`src/hdl/mwr_pkg.sv`:
```
// Package for the Microwire EEPROM word reader: sequencer phases, sizes and command constants.
package mwr_pkg;

    // Serial frame sizes
    localparam int COMMAND_BITS = 9;
    localparam int ADDRESS_BITS = 6;
    localparam int DATA_BITS    = 16;

    // Field widths fixed by the transaction layout
    localparam int ADDR_W  = 6;
    localparam int COUNT_W = 7;
    localparam int WORD_W  = 16;
    localparam int SHIFT_W = 16;
    localparam int BITCNT_W = 5;

    // Stream widths, padded to whole bytes
    localparam int IN_TDATA_W  = 16;
    localparam int OUT_TDATA_W = 24;

    // Start bit plus read opcode, sent ahead of the address
    localparam logic [31:0] READ_PREFIX = 32'd6;
    localparam logic [31:0] ADDR_MASK   = (32'd1 << ADDRESS_BITS) - 32'd1;
    localparam logic [31:0] CMD_MASK    = ((32'd1 << COMMAND_BITS) - 32'd1) & 32'h0000_FFFF;

    // Request kinds carried in s_axis_tuser
    localparam logic REQ_TICK  = 1'b0;
    localparam logic REQ_START = 1'b1;

    // Sequencer phases
    typedef enum logic [2:0] {
        PH_IDLE    = 3'd0,
        PH_CS_LOW  = 3'd1,
        PH_CS_HIGH = 3'd2,
        PH_CMD     = 3'd3,
        PH_READ    = 3'd4
    } phase_t;

endpackage

```
`src/hdl/microwire_eeprom_word_reader_core.sv`:
```
// Microwire EEPROM word reader: one pin write per tick transaction, result register on the output.
//
//  channel   | dir | handshake            | payload
//  ----------+-----+----------------------+-------------------------------------------------
//  s_axis    | in  | tvalid / tready      | tuser: req_type; tdata: start_address, word_count,
//            |     |                      |        data_out_pin
//  m_axis    | out | tvalid / tready      | tuser: word_valid; tlast: last_word; tdata: pins,
//            |     |                      |        busy_res, word_data
//  cfg       | in  | wr_en (no wait)      | wr_data: swap_bytes
//
// Every transaction updates the sequencer state and the result register at the same edge,
// so one transaction per clock is taken while the output is free or drained.
// A 64-address word costs 2 + 3*COMMAND_BITS + 2*DATA_BITS tick transactions (61 here).
// rst_n clears the sequencer, the pin levels, the output valid and swap_bytes.
// When m_axis stalls with a result held, s_axis_tready drops until that result is taken.
module microwire_eeprom_word_reader_core (
    input  logic                             clk,
    input  logic                             rst_n,
    // config
    input  logic                             cfg_wr_en,
    input  logic                             cfg_wr_data,    // swap_bytes
    // input stream
    input  logic                             s_axis_tvalid,
    output logic                             s_axis_tready,
    input  logic [mwr_pkg::IN_TDATA_W-1:0]   s_axis_tdata,   // [5:0] start_address,
                                                             // [12:6] word_count,
                                                             // [13] data_out_pin, [15:14] zero
    input  logic                             s_axis_tuser,   // [0] req_type
    // output stream
    output logic                             m_axis_tvalid,
    input  logic                             m_axis_tready,
    output logic [mwr_pkg::OUT_TDATA_W-1:0]  m_axis_tdata,   // [0] chip_select,
                                                             // [1] serial_clock,
                                                             // [2] serial_data, [3] busy_res,
                                                             // [19:4] word_data, [23:20] zero
    output logic                             m_axis_tuser,   // [0] word_valid
    output logic                             m_axis_tlast    // last_word
);
    import mwr_pkg::*;

    // Sequencer state
    phase_t                phase_reg,   phase_next;
    logic [1:0]            sub_reg,     sub_next;
    logic [BITCNT_W-1:0]   bitcnt_reg,  bitcnt_next;
    logic [SHIFT_W-1:0]    cmd_reg,     cmd_next;
    logic [WORD_W-1:0]     acc_reg,     acc_next;
    logic [ADDR_W-1:0]     addr_reg,    addr_next;
    logic [COUNT_W-1:0]    left_reg,    left_next;
    logic                  cs_reg,      cs_next;
    logic                  sclk_reg,    sclk_next;
    logic                  sdi_reg,     sdi_next;
    logic                  swap_reg;

    // Output register
    logic                  out_valid_reg;
    logic [OUT_TDATA_W-1:0] out_data_reg, out_data_next;
    logic                  out_user_reg,  out_user_next;
    logic                  out_last_reg,  out_last_next;

    // Unpacked input fields
    logic                  req_type;
    logic [ADDR_W-1:0]     start_address;
    logic [COUNT_W-1:0]    word_count;
    logic                  data_out_pin;
    logic                  in_acc;

    // Working values
    logic [31:0]           cmd_word;
    logic [BITCNT_W-1:0]   bitcnt_inc;
    logic [WORD_W-1:0]     acc_shift;
    logic [WORD_W-1:0]     word_out;
    logic                  word_done;
    logic                  cmd_done;

    assign req_type      = s_axis_tuser;
    assign start_address = s_axis_tdata[5:0];
    assign word_count    = s_axis_tdata[12:6];
    assign data_out_pin  = s_axis_tdata[13];

    assign s_axis_tready = !out_valid_reg || m_axis_tready;
    assign in_acc        = s_axis_tvalid && s_axis_tready;

    // Read command for the current address, start bit first
    assign cmd_word   = ((READ_PREFIX << ADDRESS_BITS) | (32'(addr_reg) & ADDR_MASK)) & CMD_MASK;
    assign bitcnt_inc = bitcnt_reg + BITCNT_W'(1);
    assign acc_shift  = {acc_reg[WORD_W-2:0], data_out_pin};
    assign cmd_done   = 32'(bitcnt_inc) >= 32'(COMMAND_BITS);
    assign word_done  = 32'(bitcnt_inc) >= 32'(DATA_BITS);
    assign word_out   = swap_reg ? {acc_shift[7:0], acc_shift[15:8]} : acc_shift;

    // Next phase
    always_comb
    begin
        phase_next = phase_reg;
        if (req_type == REQ_START) begin
            if (phase_reg == PH_IDLE && word_count != '0)
            begin
                phase_next = PH_CS_LOW;
            end
        end else begin
            case (phase_reg)
                PH_IDLE:    phase_next = PH_IDLE;
                PH_CS_LOW:  phase_next = PH_CS_HIGH;
                PH_CS_HIGH: phase_next = PH_CMD;
                PH_CMD:
                begin
                    if (sub_reg == 2'd2 && cmd_done)
                    begin
                        phase_next = PH_READ;
                    end
                end
                PH_READ:
                begin
                    if (sub_reg != 2'd0 && word_done)
                    begin
                        phase_next = (left_reg == COUNT_W'(1)) ? PH_IDLE : PH_CS_LOW;
                    end
                end
                default:    phase_next = PH_IDLE;
            endcase
        end
    end

    // Datapath, pins and result
    always_comb
    begin
        sub_next      = sub_reg;
        bitcnt_next   = bitcnt_reg;
        cmd_next      = cmd_reg;
        acc_next      = acc_reg;
        addr_next     = addr_reg;
        left_next     = left_reg;
        cs_next       = cs_reg;
        sclk_next     = sclk_reg;
        sdi_next      = sdi_reg;
        out_user_next = 1'b0;
        out_last_next = 1'b0;
        out_data_next = '0;
        if (req_type == REQ_START) begin
            if (phase_reg == PH_IDLE && word_count != '0)
            begin
                addr_next   = start_address;
                left_next   = word_count;
                sub_next    = '0;
                bitcnt_next = '0;
            end
        end else begin
            case (phase_reg)
                PH_CS_LOW:
                begin
                    cs_next   = 1'b0;
                    sclk_next = 1'b0;
                    sdi_next  = 1'b0;
                end
                PH_CS_HIGH:
                begin
                    cs_next     = 1'b1;
                    sclk_next   = 1'b0;
                    sdi_next    = 1'b0;
                    cmd_next    = cmd_word[SHIFT_W-1:0];
                    bitcnt_next = '0;
                    sub_next    = '0;
                end
                PH_CMD:
                begin
                    case (sub_reg)
                        2'd0:
                        begin
                            cs_next   = 1'b1;
                            sclk_next = 1'b0;
                            sdi_next  = cmd_reg[COMMAND_BITS-1];
                            sub_next  = 2'd1;
                        end
                        2'd1:
                        begin
                            sclk_next = 1'b0;
                            sub_next  = 2'd2;
                        end
                        default:
                        begin
                            sclk_next   = 1'b1;
                            cmd_next    = {cmd_reg[SHIFT_W-2:0], 1'b0};
                            bitcnt_next = bitcnt_inc;
                            sub_next    = 2'd0;
                            if (cmd_done)
                            begin
                                bitcnt_next = '0;
                                acc_next    = '0;
                            end
                        end
                    endcase
                end
                PH_READ:
                begin
                    if (sub_reg == 2'd0)
                    begin
                        sclk_next = 1'b0;
                        sub_next  = 2'd1;
                    end else begin
                        sclk_next   = 1'b1;
                        acc_next    = acc_shift;
                        bitcnt_next = bitcnt_inc;
                        sub_next    = 2'd0;
                        if (word_done)
                        begin
                            out_user_next = 1'b1;
                            out_last_next = (left_reg == COUNT_W'(1));
                            out_data_next[19:4] = word_out;
                            left_next   = left_reg - COUNT_W'(1);
                            addr_next   = addr_reg + ADDR_W'(1);
                            bitcnt_next = '0;
                        end
                    end
                end
                default:
                begin
                end
            endcase
        end
        out_data_next[0] = cs_next;
        out_data_next[1] = sclk_next;
        out_data_next[2] = sdi_next;
        out_data_next[3] = (phase_next != PH_IDLE);
    end

    // Sequencer and config registers
    always_ff @(posedge clk or negedge rst_n)
    begin
        if (!rst_n)
        begin
            phase_reg  <= PH_IDLE;
            sub_reg    <= '0;
            bitcnt_reg <= '0;
            cmd_reg    <= '0;
            acc_reg    <= '0;
            addr_reg   <= '0;
            left_reg   <= '0;
            cs_reg     <= 1'b0;
            sclk_reg   <= 1'b0;
            sdi_reg    <= 1'b0;
            swap_reg   <= 1'b0;
        end else begin
            if (cfg_wr_en)
            begin
                swap_reg <= cfg_wr_data;
            end
            if (in_acc)
            begin
                phase_reg  <= phase_next;
                sub_reg    <= sub_next;
                bitcnt_reg <= bitcnt_next;
                cmd_reg    <= cmd_next;
                acc_reg    <= acc_next;
                addr_reg   <= addr_next;
                left_reg   <= left_next;
                cs_reg     <= cs_next;
                sclk_reg   <= sclk_next;
                sdi_reg    <= sdi_next;
            end
        end
    end

    // Result register
    always_ff @(posedge clk or negedge rst_n)
    begin
        if (!rst_n)
        begin
            out_valid_reg <= 1'b0;
        end else if (in_acc) begin
            out_valid_reg <= 1'b1;
        end else if (m_axis_tready) begin
            out_valid_reg <= 1'b0;
        end
    end

    always_ff @(posedge clk)
    begin
        if (in_acc)
        begin
            out_data_reg <= out_data_next;
            out_user_reg <= out_user_next;
            out_last_reg <= out_last_next;
        end
    end

    assign m_axis_tvalid = out_valid_reg;
    assign m_axis_tdata  = out_data_reg;
    assign m_axis_tuser  = out_user_reg;
    assign m_axis_tlast  = out_last_reg;

    // Checks
    a_last_ends_run: assert property (@(posedge clk) disable iff (!rst_n)
        m_axis_tvalid && m_axis_tlast |-> m_axis_tuser && !m_axis_tdata[3])
        else $error("last word reported while run still busy");

    a_word_on_clock_high: assert property (@(posedge clk) disable iff (!rst_n)
        m_axis_tvalid && m_axis_tuser |-> m_axis_tdata[0] && m_axis_tdata[1])
        else $error("word completed without chip select and clock high");

    a_cmd_count_range: assert property (@(posedge clk) disable iff (!rst_n)
        phase_reg == PH_CMD |-> 32'(bitcnt_reg) < 32'(COMMAND_BITS))
        else $error("command bit counter out of range");

    a_idle_no_words: assert property (@(posedge clk) disable iff (!rst_n)
        phase_reg == PH_IDLE |-> sub_reg == 2'd0)
        else $error("sub-step not cleared on return to idle");

endmodule
```
`config.mk`:
```
export PLATFORM = sky130hd
export DESIGN_NAME = microwire_eeprom_word_reader_core
export DESIGN_NICKNAME = d
export VERILOG_FILES = /design/src/hdl/mwr_pkg.sv /design/src/hdl/microwire_eeprom_word_reader_core.sv
export SDC_FILE = /design/constraint.sdc
export NUM_CORES = 1
export LEC_CHECK = 0
export BUFFER_PORTS_ARGS = -buffer_cell sky130_fd_sc_hd__buf_2
export CAP_MARGIN = 20
export CORE_UTILIZATION = 27
export DETAILED_ROUTE_END_ITERATION = 6
export SETUP_SLACK_MARGIN = 0.02
export SLEW_MARGIN = 15
export SYNTH_ARGS = -nofsm -noshare
export SYNTH_HDL_FRONTEND = slang
export SYNTH_SLANG_ARGS = --single-unit
```
`constraint.sdc`:
```
create_clock -name clk -period 5.4 [get_ports clk]
set_input_delay 1.08 -clock clk [delete_from_list [all_inputs] [get_ports clk]]
set_output_delay 1.08 -clock clk [all_outputs]
set_load 0.02 [all_outputs]
```
==> metrics.md, run 1 <==
| Metric | Value |
|---|---|
| GRT Util Overall | `0.123` |
| CP Cell Sequence | `nor3b_2 > nor4b_4 > nand2_1 > inv_1 > a32oi_1 > o21ai_1` |
| Final Cycle Share | `0.575` |
| P&R area growth vs syn | `18.2%` |
| Synthesis-stage register bit count | `74` |
| Proportion of layout cells with a drive suffix above 1 | `0.199` |
| DRT Pass-1 Iters | `4` |
| Max Buffers Root-to-Sink | `2` |
| Power Dens Cells | `around 430 nW/µm²` |
| DR vias | `between 2000 and 3000` |
| Combinational share of power | `0.235` |
| Hold-fix buffers, CTS | `0` |
| Skew final | `between 6 and 7 ps` |
| Leakage | `between 1.5 and 2 nW` |
| Die Ht | `roughly 120 µm` |
| TNS Setup | `0 ps` |
| CTS tree | `done` |
| Sequential fraction of the synthesis area | `0.516` |
| Commonest non-fill, non-tap cells in the layout | `52 x dfrtp_1, 46 x nor2_1, 44 x buf_2` |
| DR iter-0 viols | `161` |
| Row cnt | `43` |
| Hold_ws | `just over 500 ps` |
| CP endpoint kind | `flip-flop` |
| Largest net degree at the start of global routing | `between 50 and 60` |
| Worst Path Buf+Inv | `1` |
| First-pass GRT wire length | `around 14000 µm` |
| DRT antenna net count | `0` |
| Commonest non-fill, non-tap cell in the layout | `dfrtp_1` |
| GP Congestion | `between 0.7 and 0.8` |
| Sw frac | `0.319` |
| CP Launch Type | `flip-flop` |
| I/O pins | `51` |
| Async SR Flop Fraction | `0.703` |
| Nets | `about 430` |
| WL/cell | `14.4 µm` |
| Worst IR Drop VDD | `0.000158 V` |
| Layout Cells excl Fill | `roughly 580` |
| Postcts setup bufs | `0` |
| Clock share of power | `0.357` |
| Initial antenna violation count | `0` |
| Clk_lat worst skew | `about 330 ps` |
| Delay of the slowest critical-path stage | `roughly 800 ps` |
| Seq pwr share | `0.409` |
| Antenna diodes | `0` |
| Peak fanout along the critical path | `19` |
| DP Cell Count | `between 500 and 600` |
| Final Slew Violations | `0` |
| Maxcap violations | `0` |
| Die span in x | `about 120 µm` |
| Netlist cell types | `65` |
| Area of the die | `approximately 15000 µm²` |
| Final setup viols | `0` |
| Average size of a mapped cell | `approximately 11 µm²` |
| Critical path's slowest cell | `nor4b_4` |
| Actual slew at the worst max-slew pin | `933 ps` |
| Clock sinks | `74` |
| Total power | `a little under 2 mW` |
| Dpl hpwl | `~5700 µm` |
| Worst-path clk slew | `60 ps` |
| Max Fclk | `322 MHz` |
| Status | `complete, no violations` |
| Cell Int Power | `roughly 1.3 mW` |
| Dominant synthesized flop cell | `dfrtp_1` |
| Initial Util | `0.275` |
| Crit Path Class | `reg2reg` |
| Post-CTS sizing | `0` |
| Ys Warns | `0` |
| Worst slew margin | `0.376` |
| Htree depth | `3` |
| CTS Root Cell | `clkbuf_16` |
| Vias per cell | `~5.0` |
| Arr. time, crit path | `3350 ps` |
| Req. time, crit path | `between 5000 and 6000 ps` |
| PortBufs | `44` |
| RSZ-0062 raised after global routing | `false` |
| Fin crit period | `approximately 3100 ps` |
| Worst Hold Class | `reg2reg` |
| GR Overflow Total | `0` |
| Max FFs per register | `20` |
| Num CTS Buffers | `9` |
| Total Wirelength | `roughly 8400 µm` |
| FILL cells | `between 1000 and 1500` |
| Synthesized area | `between 3000 and 4000 µm²` |
| Core area | `~14000 µm²` |
| Remaining routing DRC violations | `0` |
| Number of global-route vias before repair | `about 2800` |
| Net Sw Power | `about 0.62 mW` |
| Final hold viol count | `0` |
| Crit-path leading delay family | `simple AND/OR/NAND/NOR gates` |
| Cells after synthesis | `360` |
| Post-synth EDFFs | `22` |
## Yosys cell counts (all sizes together), types with 2 or more instances
cell / instances / area [µm²]
nand2: 22 / 82.6
nor4b: 4 / 62.6
a22oi: 6 / 45.0
clkbuf: 11 / 41.3
a31o: 2 / 17.5
nor2b: 3 / 18.8
a31oi: 10 / 62.6
and2: 3 / 18.8
nor3b: 3 / 32.5
a21o: 2 / 15.0
o2bb2ai: 4 / 35.0
buf: 12 / 83.8
dfrtp: 52 / 1300
xnor2: 2 / 17.5
a21oi: 16 / 83.8
o31ai: 2 / 20.0
mux2i: 18 / 180
a22o: 18 / 158
nand4: 4 / 25.0
o21a: 2 / 15.0
o21ai: 17 / 85.1
o22a: 2 / 17.5
inv: 14 / 52.6
nor3: 6 / 40.0
or2: 2 / 12.5
nand2b: 5 / 31.3
mux2: 6 / 67.6
edfxtp: 22 / 661
and3: 4 / 25.0
o211ai: 3 / 27.5
nand3: 11 / 55.1
ha: 5 / 62.6
nor2: 47 / 179
## final cells by class
type,count,area (µm²),share of cell area
flip-flops and latches,74,1960,0.436
multi-input cells,252,1680,0.373
repair buffers,46,235,0.0523
clock buffers,10,229,0.0509
well taps,180,225,0.0501
clock inverters,6,115,0.0256
inverters,14,52.6,0.0117
## power groups by stage
stage	clock network [mW]	logic, mW	registers (mW)
floorplan	0	0.383	0.765
global placement	0	0.443	0.793
detailed placement	0	0.454	0.798
CTS	0.706	0.457	0.788
global route	0.726	0.515	0.806
finish	0.690	0.454	0.791
## layer usage
metal	wire length, µm	up-vias	global-route usage	part of all wire
met2	3940	74	0.191	0.47
met4	143	0	0.0525	0.017
met1	3940	1415	0.163	0.47
li1	-	1395	-	-
met3	350	12	0.0283	0.042
met5	0	-	0	0
## kinds of logic (layout without fill, tap and decap cells)
| logic type | after synthesis | count (layout) | synth area share |
|---|---|---|---|
| buffers and inverters | 37 | 76 | 0.0467 |
| adder cells (fa/ha/maj) | 5 | 5 | 0.0164 |
| multiplexers | 24 | 24 | 0.0651 |
| XOR/XNOR | 3 | 3 | 0.00691 |
| AO/OA/AOI/OAI | 96 | 96 | 0.182 |
| AND/OR/NAND/NOR | 120 | 120 | 0.167 |
| other | 1 | 4 | 0.000986 |
| flip-flops | 74 | 74 | 0.516 |
## worst reg2reg max path: stages (launching register included)
cell and delay, ps:
dfrtp_1 600, nor3b_2 470, nor4b_4 800, nand2_1 610
inv_1 280, a32oi_1 130, o21ai_1 140
## final timing paths
check                                          end  depth (start not counted)  slack, ps                      from
setup / recovery           addr_reg[2]$_DFFE_PN0P_                          6       2290  phase_reg[2]$_DFFE_PN0P_
hold / removal              cmd_reg[6]$_DFFE_PN0P_                          2        520    cmd_reg[5]$_DFFE_PN0P_
setup reg to reg           addr_reg[2]$_DFFE_PN0P_                          6       2290  phase_reg[2]$_DFFE_PN0P_
hold reg to reg             cmd_reg[6]$_DFFE_PN0P_                          2        520    cmd_reg[5]$_DFFE_PN0P_
max in group asynchronous  left_reg[3]$_DFFE_PN0P_                          2       4060                     rst_n
min in group asynchronous     swap_reg$_DFFE_PN0P_                          2        870                     rst_n
## per-stage QoR
step / utilization / cell area, µm² / worst slack, ps
floorplan: - / 3820 / 2120
CTS: 0.325 / 4500 / 2330
global route: 0.325 / 4500 / 2010
detailed placement: 0.300 / 4150 / 2130
finish: 0.325 / 4500 / 2290
global placement: 0.300 / 4150 / 2170
Note: power is estimated with default switching activity, not from simulation.
==> run 2, diff against run 1 <==
- clock period: 5.4 -> 2.7 ns (I/O delays scaled with it)
==> run 2 against run 1 <==
  * Via count grew 3.0%
  * Clock-buffer cell count grew 1
  * Largest cell class unchanged
  * Worst hold slack lost 220 ps
  * Global-route usage grew 0.31 points
  * Register-to-register slack lost 1900 ps
==> metrics.md, run 2 (synthesis gave the netlist of run 1 again) <==
| Metric | Value |
|---|---|
| Postcts setup bufs | `0 (unchanged)` |
| Total Wirelength | `8540 µm (was 8380 µm)` |
| Worst IR Drop VDD | `0.000373 V (was 0.000158 V)` |
| GP Congestion | `0.800 (was 0.769)` |
| R2R Path End | `acc_reg[3]$_DFFE_PN0P_ (was addr_reg[2]$_DFFE_PN0P_)` |
| Remaining routing DRC violations | `0 (unchanged)` |
| Clk_lat worst skew | `330 ps (about the same)` |
| Commonest non-fill, non-tap cells in the layout | `52 x dfrtp_1, 46 x nor2_1, 44 x buf_2 (unchanged)` |
| Max FFs per register | `20 (unchanged)` |
| Worst-path clk slew | `60 ps (about the same)` |
| Number of global-route vias before repair | `2928 (was 2755)` |
| Met2 WL | `4080 µm (was 3940 µm)` |
| Arr. time, crit path | `2590 ps (was 3350 ps)` |
| Reg2Reg Depth | `6 (unchanged)` |
| Proportion of layout cells with a drive suffix above 1 | `0.224 (was 0.199)` |
| Antenna diodes | `0 (unchanged)` |
| Htree depth | `3 (unchanged)` |
| RSZ-0062 raised after global routing | `false (unchanged)` |
| P&R area growth vs syn | `18.8% (was 18.2%)` |
| CTS Root Cell | `clkbuf_16 (unchanged)` |
| Commonest non-fill, non-tap cell in the layout | `dfrtp_1 (unchanged)` |
| Nets | `439 (was 425)` |
| Core area | `13800 µm² (unchanged)` |
| Worst setup margin | `383 ps (was 2290 ps)` |
| Actual slew at the worst max-slew pin | `852 ps (was 933 ps)` |
| Fin crit period | `2320 ps (was 3110 ps)` |
| Max Fclk | `432 MHz (was 322 MHz)` |
| Hold-fix buffers, CTS | `0 (unchanged)` |
| TNS Setup | `0 ps (unchanged)` |
| Area of the die | `14600 µm² (unchanged)` |
| Worst Hold Class | `in2async (was reg2reg)` |
| Final hold viol count | `0 (unchanged)` |
| Final Slew Violations | `0 (unchanged)` |
| Post-CTS sizing | `0 (unchanged)` |
| Skew final | `3.95 ps (was 6.79 ps)` |
| Leakage | `1.91 nW (was 1.88 nW)` |
| DRT antenna net count | `0 (unchanged)` |
| Maxcap violations | `0 (unchanged)` |
| GRT Util Overall | `0.126 (was 0.123)` |
| R2R setup slack | `380 ps (was 2290 ps)` |
| Req. time, crit path | `2970 ps (was 5650 ps)` |
| Die Ht | `121 µm (unchanged)` |
| DR vias | `2984 (was 2896)` |
| Worst r2r src | `bitcnt_reg[0]$_DFFE_PN0P_ (was phase_reg[2]$_DFFE_PN0P_)` |
| CP Launch Type | `flip-flop (unchanged)` |
| Dpl ws | `428 ps (was 2130 ps)` |
| Initial Util | `0.275 (unchanged)` |
| Clock sinks | `74 (unchanged)` |
| Status | `complete, no violations (unchanged)` |
| CTS tree | `done (unchanged)` |
| Vias per cell | `5.01 (was 4.98)` |
| DP Cell Count | `580 (was 566)` |
| Top routing layer used | `met4 (unchanged)` |
| First-pass GRT wire length | `14200 µm (was 13900 µm)` |
| Final Cycle Share | `0.858 (was 0.575)` |
| Layout Cells excl Fill | `596 (was 582)` |
| Worst slew margin | `0.432 (was 0.376)` |
| Post-route met1 wirelength | `3810 µm (was 3940 µm)` |
| CP endpoint kind | `flip-flop (unchanged)` |
| Dpl hpwl | `6140 µm (was 5720 µm)` |
| Row cnt | `43 (unchanged)` |
| Num CTS Buffers | `9 (unchanged)` |
| WL met3 | `525 µm (was 350 µm)` |
| Max Buffers Root-to-Sink | `2 (unchanged)` |
| DR iter-0 viols | `227 (was 161)` |
| Crit Path Class | `reg2reg (unchanged)` |
| Initial antenna violation count | `0 (unchanged)` |
| I/O pins | `51 (unchanged)` |
| Power Dens Cells | `796 nW/µm² (was 430 nW/µm²)` |
| Largest net degree at the start of global routing | `37 (was 53)` |
| Die span in x | `121 µm (unchanged)` |
| GR Overflow Total | `0 (unchanged)` |
| WL/cell | `14.3 µm (was 14.4 µm)` |
| DRT Pass-1 Iters | `4 (unchanged)` |
| Final setup viols | `0 (unchanged)` |
| Peak fanout along the critical path | `15 (was 19)` |
| PortBufs | `44 (unchanged)` |
-- run 2: cell count changes in the layout (fill, tap and decap cells not counted), sizes merged --
cell and change:
buf +14, bufinv -3, clkbuf +1, clkinv +1, clkinvlp +2, inv -1
-- run 2: area by class of cell --
type / count / area, µm²
Inverter: 14 / 52.6
Multi-Input combinational cell: 252 / 1680
Fill cell: 1388 / 9310
Sequential cell: 74 / 1960
Clock inverter: 5 / 32.5
Timing Repair Buffer: 60 / 340
Tap cell: 180 / 225
Clock buffer: 11 / 233
-- run 2: metal layers --
| layer | vias up | global-route usage |
|---|---|---|
| li1 | 1427 | - |
| met1 | 1452 | 0.159 |
| met2 | 96 | 0.204 |
| met3 | 9 | 0.0340 |
| met4 | 0 | 0.0463 |
| met5 | - | 0 |
-- run 2: per-stage QoR --
| step | instance area (µm²) | total power, mW | util | hold WS [ps] |
|---|---|---|---|---|
| final | 4520 | 3.60 | 0.327 | 300 |
| after global routing | 4520 | 3.83 | 0.327 | 351 |
| after CTS | 4520 | 3.63 | 0.327 | 331 |
| after detailed placement | 4260 | 2.54 | 0.308 | 493 |
| after global placement | 4260 | 2.52 | 0.308 | 497 |
| after floorplan | 3820 | 2.30 | - | 244 |
-- run 2: worst max-delay path, cell delays in order, from the launching register on --
cell      delay [ps]
dfrtp_1          430
ha_1             280
a31oi_1          370
nor2_1           130
a21o_1           220
o211ai_2         560
a22o_1           260
-- run 2: worst max-delay path by stage --
stage,start,endpoint,cells after the start
finish,bitcnt_reg[0]$_DFFE_PN0P_,acc_reg[3]$_DFFE_PN0P_,6
global route,bitcnt_reg[0]$_DFFE_PN0P_,acc_reg[3]$_DFFE_PN0P_,6
CTS,bitcnt_reg[0]$_DFFE_PN0P_,acc_reg[3]$_DFFE_PN0P_,6
detailed placement,bitcnt_reg[0]$_DFFE_PN0P_,acc_reg[1]$_DFFE_PN0P_,6
global placement,s_axis_tdata[8],left_reg[6]$_DFFE_PN0P_,6
floorplan,m_axis_tready,left_reg[2]$_DFFE_PN0P_,7
-- run 2: report_power, final --
part / switching [mW] / total, mW / internal (mW)
Sequential: 0.197 / 1.56 / 1.36
Clock: 0.456 / 1.07 / 0.619
Combinational: 0.573 / 0.967 / 0.394
